$ cat src/rtl/core/spr_pkg.sv
// Shared types and constants of the stream pattern replacer.
package spr_pkg;

  localparam int MAX_PATTERN_DEFAULT = 16;
  localparam int SLOT_BYTES          = 16;
  localparam int BYTE_W              = 8;
  localparam int CFG_DATA_W          = 64;
  localparam int CFG_INDEX_W         = 3;
  localparam int LEN_W               = 5;
  localparam int REP_IDX_W           = 4;

  localparam logic [CFG_INDEX_W-1:0] REG_PATTERN_LOW        = 3'd0;
  localparam logic [CFG_INDEX_W-1:0] REG_PATTERN_HIGH       = 3'd1;
  localparam logic [CFG_INDEX_W-1:0] REG_PATTERN_LENGTH     = 3'd2;
  localparam logic [CFG_INDEX_W-1:0] REG_REPLACEMENT_LOW    = 3'd3;
  localparam logic [CFG_INDEX_W-1:0] REG_REPLACEMENT_HIGH   = 3'd4;
  localparam logic [CFG_INDEX_W-1:0] REG_REPLACEMENT_LENGTH = 3'd5;

  typedef logic [SLOT_BYTES-1:0][BYTE_W-1:0] slot_t;

  typedef struct packed {
    logic load;         // latch config if nothing held, append the input byte
    logic clear;        // drop held bytes after a match, rewind replacement index
    logic rel;          // release the oldest held byte to the output
    logic emit_rep;     // send the next replacement byte
    logic emit_marker;  // send the end marker
    logic out_last;     // mark the result sent this cycle as final
  } cmd_t;

  typedef struct packed {
    logic match;
    logic need_release;
    logic count_one;
    logic rep_len_zero;
    logic rep_last;
    logic can_emit;
  } status_t;

endpackage

$ cat src/rtl/core/stream_pattern_replacer_core.sv
// Top level of the streaming pattern replacer: config, controller and datapath.
// Sequence: an input byte is taken in idle and checked in the following cycle; each
//   result leaves through the output register in the cycle after it is formed.
// Throughput: an input byte causes R results (0 to 16), all formed before the next
//   byte; the single output register passes one result per cycle unless stalled.
// Reset (rst, synchronous, active high): nothing held, config at reset values.
module stream_pattern_replacer_core #(
  parameter int MAX_PATTERN = spr_pkg::MAX_PATTERN_DEFAULT
) (
  input  logic                              clk,
  input  logic                              rst,
  // Input stream.
  input  logic                              s_axis_tvalid,
  output logic                              s_axis_tready,
  input  logic [7:0]                        s_axis_tdata,   // [7:0] in_byte
  input  logic                              s_axis_tlast,   // in_last
  // Output stream.
  output logic                              m_axis_tvalid,
  input  logic                              m_axis_tready,
  output logic [7:0]                        m_axis_tdata,   // [7:0] out_byte
  output logic                              m_axis_tuser,   // [0] has_byte
  output logic                              m_axis_tlast,   // out_last
  // Configuration write port.
  input  logic                              cfg_we,
  input  logic [spr_pkg::CFG_INDEX_W-1:0]   cfg_index,
  input  logic [spr_pkg::CFG_DATA_W-1:0]    cfg_data
);

  spr_pkg::cmd_t                  cmd;
  spr_pkg::status_t               status;
  spr_pkg::slot_t                 cfg_pat, cfg_rep;
  logic [spr_pkg::LEN_W-1:0]      cfg_plen, cfg_rlen;

  // Register writes land here; the datapath copies them at the start of a
  // byte that finds nothing held, so a partial match finishes on one pattern.
  spr_cfg #(
    .MAX_PATTERN (MAX_PATTERN)
  ) u_cfg (
    .clk       (clk),
    .rst       (rst),
    .cfg_we    (cfg_we),
    .cfg_index (cfg_index),
    .cfg_data  (cfg_data),
    .cfg_pat   (cfg_pat),
    .cfg_plen  (cfg_plen),
    .cfg_rep   (cfg_rep),
    .cfg_rlen  (cfg_rlen)
  );

  // Accept a byte only in idle; the output register can still hold the
  // previous result while the next transfer comes in.
  spr_ctrl u_ctrl (
    .clk      (clk),
    .rst      (rst),
    .in_valid (s_axis_tvalid),
    .in_last  (s_axis_tlast),
    .in_ready (s_axis_tready),
    .status   (status),
    .cmd      (cmd)
  );

  spr_datapath #(
    .MAX_PATTERN (MAX_PATTERN)
  ) u_dp (
    .clk       (clk),
    .rst       (rst),
    .cmd       (cmd),
    .status    (status),
    .in_byte   (s_axis_tdata),
    .cfg_pat   (cfg_pat),
    .cfg_plen  (cfg_plen),
    .cfg_rep   (cfg_rep),
    .cfg_rlen  (cfg_rlen),
    .out_valid (m_axis_tvalid),
    .out_ready (m_axis_tready),
    .out_byte  (m_axis_tdata),
    .has_byte  (m_axis_tuser),
    .out_last  (m_axis_tlast)
  );

endmodule

$ cat src/rtl/core/spr_cfg.sv
// Configuration register file with length saturation.
module spr_cfg #(
  parameter int MAX_PATTERN = spr_pkg::MAX_PATTERN_DEFAULT
) (
  input  logic                                clk,
  input  logic                                rst,
  input  logic                                cfg_we,
  input  logic [spr_pkg::CFG_INDEX_W-1:0]     cfg_index,
  input  logic [spr_pkg::CFG_DATA_W-1:0]      cfg_data,
  output spr_pkg::slot_t                      cfg_pat,
  output logic [spr_pkg::LEN_W-1:0]           cfg_plen,
  output spr_pkg::slot_t                      cfg_rep,
  output logic [spr_pkg::LEN_W-1:0]           cfg_rlen
);

  localparam int CAP = (MAX_PATTERN < spr_pkg::SLOT_BYTES) ? MAX_PATTERN
                                                           : spr_pkg::SLOT_BYTES;

  logic [spr_pkg::CFG_DATA_W-1:0] pat_low, pat_high, rep_low, rep_high;
  logic [spr_pkg::LEN_W-1:0]      pat_len, rep_len;

  always_ff @(posedge clk) begin
    if (rst) begin
      pat_low  <= '0;
      pat_high <= '0;
      pat_len  <= spr_pkg::LEN_W'(1);
      rep_low  <= '0;
      rep_high <= '0;
      rep_len  <= '0;
    end else if (cfg_we) begin
      case (cfg_index)
        spr_pkg::REG_PATTERN_LOW:        pat_low  <= cfg_data;
        spr_pkg::REG_PATTERN_HIGH:       pat_high <= cfg_data;
        spr_pkg::REG_PATTERN_LENGTH:     pat_len  <= cfg_data[spr_pkg::LEN_W-1:0];
        spr_pkg::REG_REPLACEMENT_LOW:    rep_low  <= cfg_data;
        spr_pkg::REG_REPLACEMENT_HIGH:   rep_high <= cfg_data;
        spr_pkg::REG_REPLACEMENT_LENGTH: rep_len  <= cfg_data[spr_pkg::LEN_W-1:0];
        default: ;
      endcase
    end
  end

  assign cfg_pat = {pat_high, pat_low};
  assign cfg_rep = {rep_high, rep_low};

  // Zero counts as one; clamp to the held-byte capacity.
  always_comb begin
    if (pat_len == '0) begin
      cfg_plen = spr_pkg::LEN_W'(1);
    end else if (pat_len > spr_pkg::LEN_W'(CAP)) begin
      cfg_plen = spr_pkg::LEN_W'(CAP);
    end else begin
      cfg_plen = pat_len;
    end
  end

  always_comb begin
    if (rep_len > spr_pkg::LEN_W'(spr_pkg::SLOT_BYTES)) begin
      cfg_rlen = spr_pkg::LEN_W'(spr_pkg::SLOT_BYTES);
    end else begin
      cfg_rlen = rep_len;
    end
  end

endmodule

$ cat src/rtl/core/spr_datapath.sv
// Held-byte shift register, active config copy, prefix compare and output register.
module spr_datapath #(
  parameter int MAX_PATTERN = spr_pkg::MAX_PATTERN_DEFAULT
) (
  input  logic                             clk,
  input  logic                             rst,
  input  spr_pkg::cmd_t                    cmd,
  output spr_pkg::status_t                 status,
  input  logic [spr_pkg::BYTE_W-1:0]       in_byte,
  input  spr_pkg::slot_t                   cfg_pat,
  input  logic [spr_pkg::LEN_W-1:0]        cfg_plen,
  input  spr_pkg::slot_t                   cfg_rep,
  input  logic [spr_pkg::LEN_W-1:0]        cfg_rlen,
  output logic                             out_valid,
  input  logic                             out_ready,
  output logic [spr_pkg::BYTE_W-1:0]       out_byte,
  output logic                             has_byte,
  output logic                             out_last
);

  localparam int CAP = (MAX_PATTERN < spr_pkg::SLOT_BYTES) ? MAX_PATTERN
                                                           : spr_pkg::SLOT_BYTES;
  localparam int CW  = $clog2(CAP + 1);
  localparam int IW  = $clog2(CAP);

  logic [CAP-1:0][spr_pkg::BYTE_W-1:0] held;
  logic [CW-1:0]                       count;
  spr_pkg::slot_t                      act_pat, act_rep;
  logic [spr_pkg::LEN_W-1:0]           act_plen, act_rlen;
  logic [spr_pkg::REP_IDX_W-1:0]       rep_idx;
  logic [CW-1:0]                       plen_c;
  logic                                prefix;
  logic                                emit;

  assign plen_c = CW'(act_plen);
  assign emit   = cmd.rel | cmd.emit_rep | cmd.emit_marker;

  always_comb begin
    prefix = 1'b1;
    for (int i = 0; i < CAP; i++) begin
      if ((CW'(i) < count) && (held[i] != act_pat[i])) begin
        prefix = 1'b0;
      end
    end
  end

  assign status.match        = (count == plen_c) && prefix;
  assign status.need_release = (count >= plen_c) || !prefix;
  assign status.count_one    = (count == CW'(1));
  assign status.rep_len_zero = (act_rlen == '0);
  assign status.rep_last     = ({1'b0, rep_idx} + spr_pkg::LEN_W'(1)) == act_rlen;
  assign status.can_emit     = !out_valid || out_ready;

  // Control state.
  always_ff @(posedge clk) begin
    if (rst) begin
      count     <= '0;
      rep_idx   <= '0;
      out_valid <= 1'b0;
      act_pat   <= '0;
      act_rep   <= '0;
      act_plen  <= spr_pkg::LEN_W'(1);
      act_rlen  <= '0;
    end else begin
      if (cmd.load) begin
        if (count == '0) begin
          act_pat  <= cfg_pat;
          act_rep  <= cfg_rep;
          act_plen <= cfg_plen;
          act_rlen <= cfg_rlen;
        end
        count <= count + CW'(1);
      end else if (cmd.clear) begin
        count   <= '0;
        rep_idx <= '0;
      end else if (cmd.rel) begin
        count <= count - CW'(1);
      end
      if (cmd.emit_rep) begin
        rep_idx <= rep_idx + spr_pkg::REP_IDX_W'(1);
      end
      if (emit) begin
        out_valid <= 1'b1;
      end else if (out_ready) begin
        out_valid <= 1'b0;
      end
    end
  end

  // Payload.
  always_ff @(posedge clk) begin
    if (cmd.load) begin
      held[count[IW-1:0]] <= in_byte;
    end else if (cmd.rel) begin
      for (int i = 0; i < CAP - 1; i++) begin
        held[i] <= held[i + 1];
      end
    end
    if (emit) begin
      out_last <= cmd.out_last;
      if (cmd.rel) begin
        out_byte <= held[0];
        has_byte <= 1'b1;
      end else if (cmd.emit_rep) begin
        out_byte <= act_rep[rep_idx];
        has_byte <= 1'b1;
      end else begin
        out_byte <= '0;
        has_byte <= 1'b0;
      end
    end
  end

endmodule

$ cat src/rtl/core/spr_ctrl.sv
// Controller state machine: sequences append, match, replacement, release, flush and end marker.
module spr_ctrl (
  input  logic              clk,
  input  logic              rst,
  input  logic              in_valid,
  input  logic              in_last,
  output logic              in_ready,
  input  spr_pkg::status_t  status,
  output spr_pkg::cmd_t     cmd
);

  typedef enum logic [2:0] {
    S_IDLE,
    S_CHECK,
    S_REP,
    S_FLUSH,
    S_MARK
  } state_t;

  state_t state, state_next;
  logic   last_flag;

  assign in_ready = (state == S_IDLE);

  always_comb begin
    cmd        = '0;
    state_next = state;
    case (state)
      S_IDLE: begin
        if (in_valid) begin
          cmd.load   = 1'b1;
          state_next = S_CHECK;
        end
      end
      S_CHECK: begin
        if (status.match) begin
          cmd.clear = 1'b1;
          if (!status.rep_len_zero) begin
            state_next = S_REP;
          end else if (last_flag) begin
            state_next = S_MARK;
          end else begin
            state_next = S_IDLE;
          end
        end else if (last_flag) begin
          state_next = S_FLUSH;
        end else if (!status.need_release) begin
          state_next = S_IDLE;
        end else if (status.can_emit) begin
          cmd.rel = 1'b1;
        end
      end
      S_REP: begin
        if (status.can_emit) begin
          cmd.emit_rep = 1'b1;
          cmd.out_last = last_flag && status.rep_last;
          if (status.rep_last) begin
            state_next = S_IDLE;
          end
        end
      end
      S_FLUSH: begin
        if (status.can_emit) begin
          cmd.rel      = 1'b1;
          cmd.out_last = status.count_one;
          if (status.count_one) begin
            state_next = S_IDLE;
          end
        end
      end
      S_MARK: begin
        if (status.can_emit) begin
          cmd.emit_marker = 1'b1;
          cmd.out_last    = 1'b1;
          state_next      = S_IDLE;
        end
      end
      default: begin
        state_next = S_IDLE;
      end
    endcase
  end

  always_ff @(posedge clk) begin
    if (rst) begin
      state     <= S_IDLE;
      last_flag <= 1'b0;
    end else begin
      state <= state_next;
      if (cmd.load) begin
        last_flag <= in_last;
      end
    end
  end

endmodule
$ cat config.mk
export PLATFORM = sky130hd
export DESIGN_NAME = stream_pattern_replacer_core
export DESIGN_NICKNAME = d
export VERILOG_FILES = /design/src/rtl/core/spr_pkg.sv /design/src/rtl/core/stream_pattern_replacer_core.sv /design/src/rtl/core/spr_cfg.sv /design/src/rtl/core/spr_datapath.sv /design/src/rtl/core/spr_ctrl.sv
export SDC_FILE = /design/constraint.sdc
export NUM_CORES = 1
export LEC_CHECK = 0
export BUFFER_PORTS_ARGS = -buffer_cell sky130_fd_sc_hd__buf_2
export CAP_MARGIN = 0
export CORE_ASPECT_RATIO = 0.5
export CORE_MARGIN = 1
export CORE_UTILIZATION = 62
export DETAILED_ROUTE_END_ITERATION = 6
export GPL_TIMING_DRIVEN = 0
export PLACE_DENSITY = 0.8
export SYNTH_ARGS = -nofsm -noshare
export SYNTH_HDL_FRONTEND = slang
export SYNTH_HIERARCHICAL = 1
export SYNTH_SLANG_ARGS = --single-unit
$ cat constraint.sdc
create_clock -name clk -period 4.3 [get_ports clk]
set_input_delay 0.43 -clock clk [delete_from_list [all_inputs] [get_ports clk]]
set_output_delay 0.43 -clock clk [all_outputs]
set_load 0.02 [all_outputs]
* Word level (Yosys, flattened, before mapping)
Index checks and enable logic that the tools add are counted.
** Storage, ports and cells
- Input port bits :: 81
- Bits in registers :: 684
- Logic and storage cells :: 233
- Output and inout bits :: 12
** Operators by class
- $add $sub $neg :: 4
- Reduce and logical (&&, ||, !) cells :: 41
- Mux-type cells :: 64
- Equality and inequality tests :: 36
- Order comparisons :: 22
- Bitwise operators :: 2
** Operator list (count)
- two-way mux 120 bit :: 2
- bitwise mux 128 bit :: 1
- inequality test 8 bit :: 16
- < comparator 4 x 5 -> 1 bit (first input constant) :: 8
- two-way mux 3 bit :: 11
- binary-select mux 8 bit (select 4 bit) :: 1
- demux 8 bit (select 4 bit) :: 1
- two-way mux 8 bit :: 4
- two-way mux 1 bit :: 31
- two-way mux 5 bit :: 6
- < comparator 3 x 5 -> 1 bit (first input constant) :: 4
- logical AND 1 bit :: 19
- AND reduction 2 bit :: 8
- logical NOT 5 bit :: 3
- case mux 3 bit (5 select lines) :: 1
- == test 3 x 2 -> 1 bit (second input constant) :: 4
- two-way mux 4 bit :: 3
- == test 5 bit :: 2
- greater-than comparator 5 bit (second input constant) :: 2
- < comparator 1 x 5 -> 1 bit (first input constant) :: 2
- < comparator 2 x 5 -> 1 bit (first input constant) :: 2
- < comparator 4 x 5 -> 1 bit (second input constant) :: 2
- == test 3 bit (second input constant) :: 3
- inequality test 2 bit (second input constant) :: 4
- 20 further kinds :: 29

* Longest topological paths before layout
Gate-level depths: netlist of run 1.
- Depth after elaboration :: 27
- Mapped depth :: 17
- Mapped depth without buffers :: 14

* Modules after synthesis
The synthesis of run 1 kept the hierarchy.
** By module, submodules not included
- spr_datapath :: cells each 2084, seq. area each 9669.3 µm², area an instance 18311.3 µm², times used 1
- spr_cfg :: cells each 952, seq. area each 5325.1 µm², area an instance 10562.6 µm², times used 1
- spr_ctrl :: cells each 44, seq. area each 80.1 µm², area an instance 354.1 µm², times used 1

* Worst setup path before layout of run 1
No wires, ideal clock.
- Path kind :: register to register
- Start :: register u_dp/held[59] in the netlist's numbering
- End :: register u_dp/held[104] in the netlist's numbering (enable)
- Cell stages (with the launch flop) :: 13
- Data arrival time :: 3.266 ns
- Period minus slack after synthesis :: 3.623 ns
- Setup time :: 0.357 ns
- Data required time :: 3.943 ns
- Buffers on the path :: 2
- Path slack :: 0.677 ns
- Cells stage by stage :: edfxtp_1 > xor2_1 > nor4_1 > nand2_1 > o31a_1 > or4_4 > or4b_1 > nand4_1 > a21boi_0 > clkbuf_1 > nand2b_1 > clkbuf_1 > o21ai_0
** RTL lines
- start: declaration :: line spr_datapath.sv:26 : logic [CAP-1:0][spr_pkg::BYTE_W-1:0] held;
- start signal: indexed assignment :: line spr_datapath.sv:93 : held[count[IW-1:0]] <= in_byte;
- start signal: indexed assignment :: line spr_datapath.sv:96 : held[i] <= held[i + 1];

==> flow_summary.ini, run 1 <==
[clocking]
clock-sinks = 684
insertion_delay_ns = 0.62
numCtsBuffers = 57
cts_tree = done
post_cts_buffers = 0
clockBufferDepth = 3
cts_hold_buf = 0
root_buffer = clkbuf_16
path_clk_slew_ns = 0.07
cts.htree.levels = 2

[sta]
finalMaxSlewViolations = 0
period_needed_ns = 4.22
holdWs_ns = 0.107
rsz0062_at_grt = false
fin_crit_sh_pct = 98.1
hold_viol_final = 0
fmax_mhz = 237
slew_headroom_pct = 25.9
tightest_slew_ns = 1.11
finClkSkew_ns = 0.0306
setup_viol = 0

[grt]
gr-total-overflow = 0
grt_pass1_vias = 21512
grt_pass1_wl_um = 134000
antenna_found_initial = 4
grt_max_degree = 17
track_usage_pct = 38.2

[power]
p_leak_nw = 12.4
power_density_nw_per_um2 = 541
ir_drop_mv = 0.374
power_w = 0.0175

[floorplan]
die_x_um = 309
io_pins = 93
start_util_pct = 63.8
fp.dieH_um = 156
die_area_um2 = 48100
core_um2 = 45800
rows = 55

[critical_path]
start_kind = register
worstPathMaxFanout = 10
endpoint_kind = register
worstPathRequired_ns = 4.60
criticalPathCategory = reg2reg
cp.arrival_ns = 4.51

[finish]
area_growth_pct = 10.9
nets = 3321
drive_gt1_share_pct = 8.64
final_common_cell = nand2_1
postLayoutCellArea_um2 = 32400
fin_util_pct = 70.8
stdcell_count = 3902
fillers = 3462
final_cell_mix = nand2_1 (669), dfxtp_1 (544), nand2b_1 (338), a21oi_1 (286), mux2i_1 (271)

[route]
firstDrtPassIters = 5
vias = 23351
wirelength_um = 92400
drt_iter0_markers = 3283
viasPerCell = 5.98
drc = 0
post_drt_wl_per_cell_um = 23.7
ant_nets = 0

[synthesis]
synth_cells = 3080
synth_top_area_share_pct = 37.4
yosys.area.top_type = dfxtp_1
yosys-top-cells-area = dfxtp_1 (37%), edfxtp_1 (14%), mux2i_1 (9.3%), nand2_1 (8.6%), nand2b_1 (7.3%)
ys_seq_area_share_pct = 51.6
synth_cell_types = 56
ys_ff_latch = 684
avgSynthCellArea_um2 = 9.49
synth_edf_count = 138
yosys_warnings = 6
synthFlopType = dfxtp_1
synth_fp_nets = 3172
synthArstFlopShare_pct = 0
syn-cell-area_um2 = 29200

[placement]
placed_area_um2 = 30500
numPortBuffers = 90
place_congestion = 1.02
dp_cells = 3797
dp.final_hpwl_um = 68500

[job]
cap_violations = 0

[run_status]
outcome = finished clean

[min_path]
min_path_type = in2reg
state kept, by name (all words and copies together), names as in the netlist, 3 cells and up:
| name | cells |
|---|---|
| u_cfg/rep_low | 64 |
| u_dp/rep_idx | 4 |
| u_cfg/rep_len | 5 |
| u_cfg/pat_high | 64 |
| u_ctrl/state | 3 |
| u_cfg/rep_high | 64 |
| u_dp/act_rep | 128 |
| u_dp/held | 128 |
| u_dp/count | 5 |
| u_dp/out_byte | 8 |
| u_cfg/pat_low | 64 |
| u_dp/act_pat | 128 |
| u_dp/act_plen | 5 |
| u_dp/act_rlen | 5 |
| u_cfg/pat_len | 5 |
synthesized netlist by cell type (6+ instances only):
library cell	count
o21ai_0	140
o22ai_1	6
clkbuf_1	171
ha_1	11
buf_4	6
nor3_1	11
a21oi_1	286
dfxtp_1	546
buf_6	8
mux2i_1	271
edfxtp_1	138
xnor2_1	108
xor2_1	27
a22o_1	8
nor4_1	8
nor2_1	40
inv_1	132
nor2b_1	13
nand2_1	669
nand2b_1	339
nand4_1	27
mux4_2	40
buf_2	21
through the flow:
stage	setup WS [ns]	TNS, ns
floorplan	0.677	0
global placement	-0.715	-59.43
detailed placement	-0.792	-64.67
CTS	0.00409	0
global route	0.00515	0
finish	0.0836	0
critical path, stage by stage (launching register included):
cell and delay [ns]:
dfxtp_1 0.54, xor2_1 0.12, nor4_1 0.26, nand2_1 0.20, o31a_1 0.33, or4_4 0.54
or4b_1 0.61, nand4_1 0.17, a21boi_0 0.09, clkbuf_1 0.28, or2_2 0.37, nor2_1 0.15
inv_1 0.22
layer usage:
metal,wire length (um),track usage [%],vias to the layer above,part of all wire (%)
li1,-,-,10515,-
met5,31,0,-,0.034
met2,37700,54.4,1355,41
met4,2770,10.8,4,3.0
met1,37700,56.0,11278,41
met3,14100,11.5,199,15
final cells by class:
type                            instances  area, um^2  area share [%]
Buffer                                209         901            2.78
Tap cell                              627         785            2.42
Multi-Input combinational cell       2055       12900            39.7
Antenna cell                            1        2.50         0.00772
Clock buffer                           87        1710            5.29
Timing Repair Buffer                   90         450            1.39
Sequential cell                       684       15100            46.5
Inverter                              132         495            1.53
Clock inverter                         17         144           0.444
logic make-up after synthesis:
| kind of cell | after synthesis | share of synthesized area, % |
|---|---|---|
| and+or+nand+nor | 1139 | 18.6 |
| adders and majority gates | 11 | 0.471 |
| DFF | 684 | 51.6 |
| AOI/OAI and AO/OA | 458 | 8.19 |
| buffers and inverters | 341 | 4.75 |
| muxes | 312 | 12.4 |
| xor gates and xnor gates | 135 | 4.05 |
power by group:
group / switching [W] / total (W) / internal [W]
Clock: 0.00239 / 0.00526 / 0.00287
Sequential: 0.000617 / 0.00805 / 0.00743
Combinational: 0.00307 / 0.00424 / 0.00117
Total: 0.00608 / 0.0175 / 0.0115
path summary, 6_finish.rpt:
kind                      start          endpoint  slack, ns  cells past startpoint
max            u_dp/act_pat[60]  u_dp/out_byte[6]       0.08                     12
min                s_axis_tlast  u_ctrl/last_flag       0.11                      3
max reg2reg    u_dp/act_pat[60]  u_dp/out_byte[6]       0.08                     12
min reg2reg  u_cfg/pat_high[18]  u_dp/act_pat[82]       0.44                      2
repair_timing:
action                     4_1_cts  5_1_grt
setup endpoints to repair      132      357
hold endpoints to repair         0        0
resized for setup               15       28
gates cloned                     0        0
(Power assumes the default switching activity.)
==> inputs of run 2 (changes only) <==
--- a/config.mk
+++ b/config.mk
@@ -9,10 +9,11 @@
 export CAP_MARGIN = 0
 export CORE_ASPECT_RATIO = 0.5
 export CORE_MARGIN = 1
-export CORE_UTILIZATION = 62
+export CORE_UTILIZATION = 64
+export CTS_BUF_LIST = sky130_fd_sc_hd__clkbuf_8
 export DETAILED_ROUTE_END_ITERATION = 6
 export GPL_TIMING_DRIVEN = 0
-export PLACE_DENSITY = 0.8
+export PLACE_DENSITY = 0.82
 export SYNTH_ARGS = -nofsm -noshare
 export SYNTH_HDL_FRONTEND = slang
 export SYNTH_HIERARCHICAL = 1
==> flow_summary.ini, run 2 (same netlist as run 1, synthesis figures left out) <==
[clocking]
numCtsBuffers = 92
clockBufferDepth = 3
clock-sinks = 684
cts.htree.levels = 3
root_buffer = clkbuf_8
path_clk_slew_ns = 0.07
cts_tree = done
insertion_delay_ns = 0.69

[route]
ant_nets = 0
drc = 4
vias = 23735
wirelength_um = 91400
post_drt_wl_per_cell_um = 23.3
drt_iter0_markers = 3150
viasPerCell = 6.05
firstDrtPassIters = 7

[power]
power.share.combinational_pct = 24.8
p_switching_w = 0.00613
netSwitchingFraction_pct = 35.9
power_density_nw_per_um2 = 529
clockPowerShare_pct = 28.1
p_leak_nw = 12.5
seqPwrFrac_pct = 47.1
p_int_w = 0.0109
ir_drop_mv = 0.279

[critical_path]
endpoint_kind = register
regToRegSetupSlack_ns = 0.03
r2r-end = u_dp/held[54]
r2r_cells = 12
worstPathMaxFanout = 10
cp.arrival_ns = 4.65
criticalPathCategory = reg2reg
timing.rr.start = u_dp/held[61]
worstPathRequired_ns = 4.68
start_kind = register

[finish]
area_growth_pct = 10.5
final_cell_mix = nand2_1 (669), dfxtp_1 (546), nand2b_1 (338), a21oi_1 (286), mux2i_1 (271)
largest_registers = u_dp/act_pat (128), u_dp/act_rep (128), u_dp/held (128)
fillers = 3235
final_common_cell = nand2_1
nets = 3358
postLayoutCellArea_um2 = 32300
drive_gt1_share_pct = 9.66

[run_status]
outcome = finished with violations
failed_checks = design-rule violations

[floorplan]
die_area_um2 = 46600
start_util_pct = 65.9
die_x_um = 304
fp.dieH_um = 153
rows = 54
core_um2 = 44300
io_pins = 93

[sta]
setup_viol = 0
fmax_mhz = 234
finClkSkew_ns = 0.0273
tightest_slew_ns = 1.39
holdWs_ns = 0.0289
finalMaxSlewViolations = 0
slew_headroom_pct = 7.09
fin_crit_sh_pct = 99.2
hold_viol_final = 0
period_needed_ns = 4.27

[grt]
grtUsageMet2_pct = 54.7
gr-usage-met1_pct = 55.2
antenna_found_initial = 3
use_met3_pct = 13.1
gr-total-overflow = 0
top_usage_layer = met1
track_usage_pct = 38.6
grt_max_degree = 13
grt_pass1_vias = 22119
grt_pass1_wl_um = 134000

[placement]
numPortBuffers = 90
place_congestion = 1.02
placed_area_um2 = 30400
dp.final_hpwl_um = 67600

[min_path]
min_path_type = in2reg
hold_path_depth = 3
worstHoldStart = cfg_data[0]
hold_path_end = u_cfg/pat_len[0]

[job]
cap_violations = 0
## run 2: cell count changes in the layout (fill, tap and decap cells not counted), moves of 5 or more
cell and delta:
clkbuf_8 +98, clkbuf_16 -61, inv_1 +31, clkbuf_1 -15
clkinv_1 +5
## run 2: what timing repair did
item,4_1_cts,5_1_grt
hold endpoints to repair,1,0
gates resized for setup,14,27
setup endpoints to repair,133,372
hold buffers,2,0
buffers inserted,0,0
## run 2: cell type report
cell class	instances	area, um^2	share of cell area (%)
sequential	684	15100	46.7
clock inverter	56	278	0.860
tap	588	736	2.28
clock buffer	107	1470	4.56
antenna	1	2.50	0.00775
timing repair buffer	92	470	1.46
buffer	209	900	2.79
inverter	132	495	1.53
multi-input combinational	2055	12900	39.8
## run 2: metal layers
metal | routed length [um] | part of all wire, %
met1 | 36200 | 40
met2 | 37600 | 41
met3 | 14500 | 16
met4 | 2950 | 3.2
met5 | 80 | 0.088
## run 2: how the worst max path moves through the flow
stage,slack [ns],end,depth (start not counted),start
after floorplan,0.68,u_dp/held[104],12,u_dp/held[59]
after global placement,-0.69,u_dp/held[112],13,u_dp/held[59]
after detailed placement,-0.78,u_dp/held[49],13,u_dp/held[59]
after CTS,-0.09,u_dp/held[88],12,u_dp/held[59]
after global routing,-0.01,u_dp/held[33],12,u_dp/held[56]
final,0.03,u_dp/held[54],12,u_dp/held[61]
## run 2: per-stage QoR
| stage | util, % | setup WS, ns | total power [W] | TNS (ns) | instances |
|---|---|---|---|---|---|
| floorplan | - | 0.677 | 0.0106 | 0 | 3080 |
| global placement | 68.6 | -0.690 | 0.0119 | -56.20 | 3758 |
| detailed placement | 68.6 | -0.781 | 0.0120 | -64.93 | 3758 |
| CTS | 72.6 | -0.0876 | 0.0168 | -4.56 | 3923 |
| global route | 72.8 | -0.0110 | 0.0176 | -0.0817 | 3923 |
| finish | 72.8 | 0.0329 | 0.0171 | 0 | 3924 |
## run 2: power by group through the flow
stage,clock [W],combinational (W),sequential (W)
2_1_floorplan,0,0.00264,0.00791
3_3_place_gp,0,0.00381,0.00812
3_5_place_dp,0,0.00392,0.00812
4_1_cts,0.00479,0.00397,0.00800
5_1_grt,0.00507,0.00449,0.00807
6_report,0.00480,0.00423,0.00805
## run 2: worst max-delay path, stage by stage, from the launching register on
cell and delay, ns:
edfxtp_1 0.55, xor2_1 0.21, nor4_2 0.28, nand2_1 0.22, o31a_1 0.34, or4_4 0.54
or4b_1 0.58, nand4_1 0.17, a21boi_0 0.10, clkbuf_1 0.26, nand2b_4 0.25, buf_4 0.27
o21ai_2 0.20
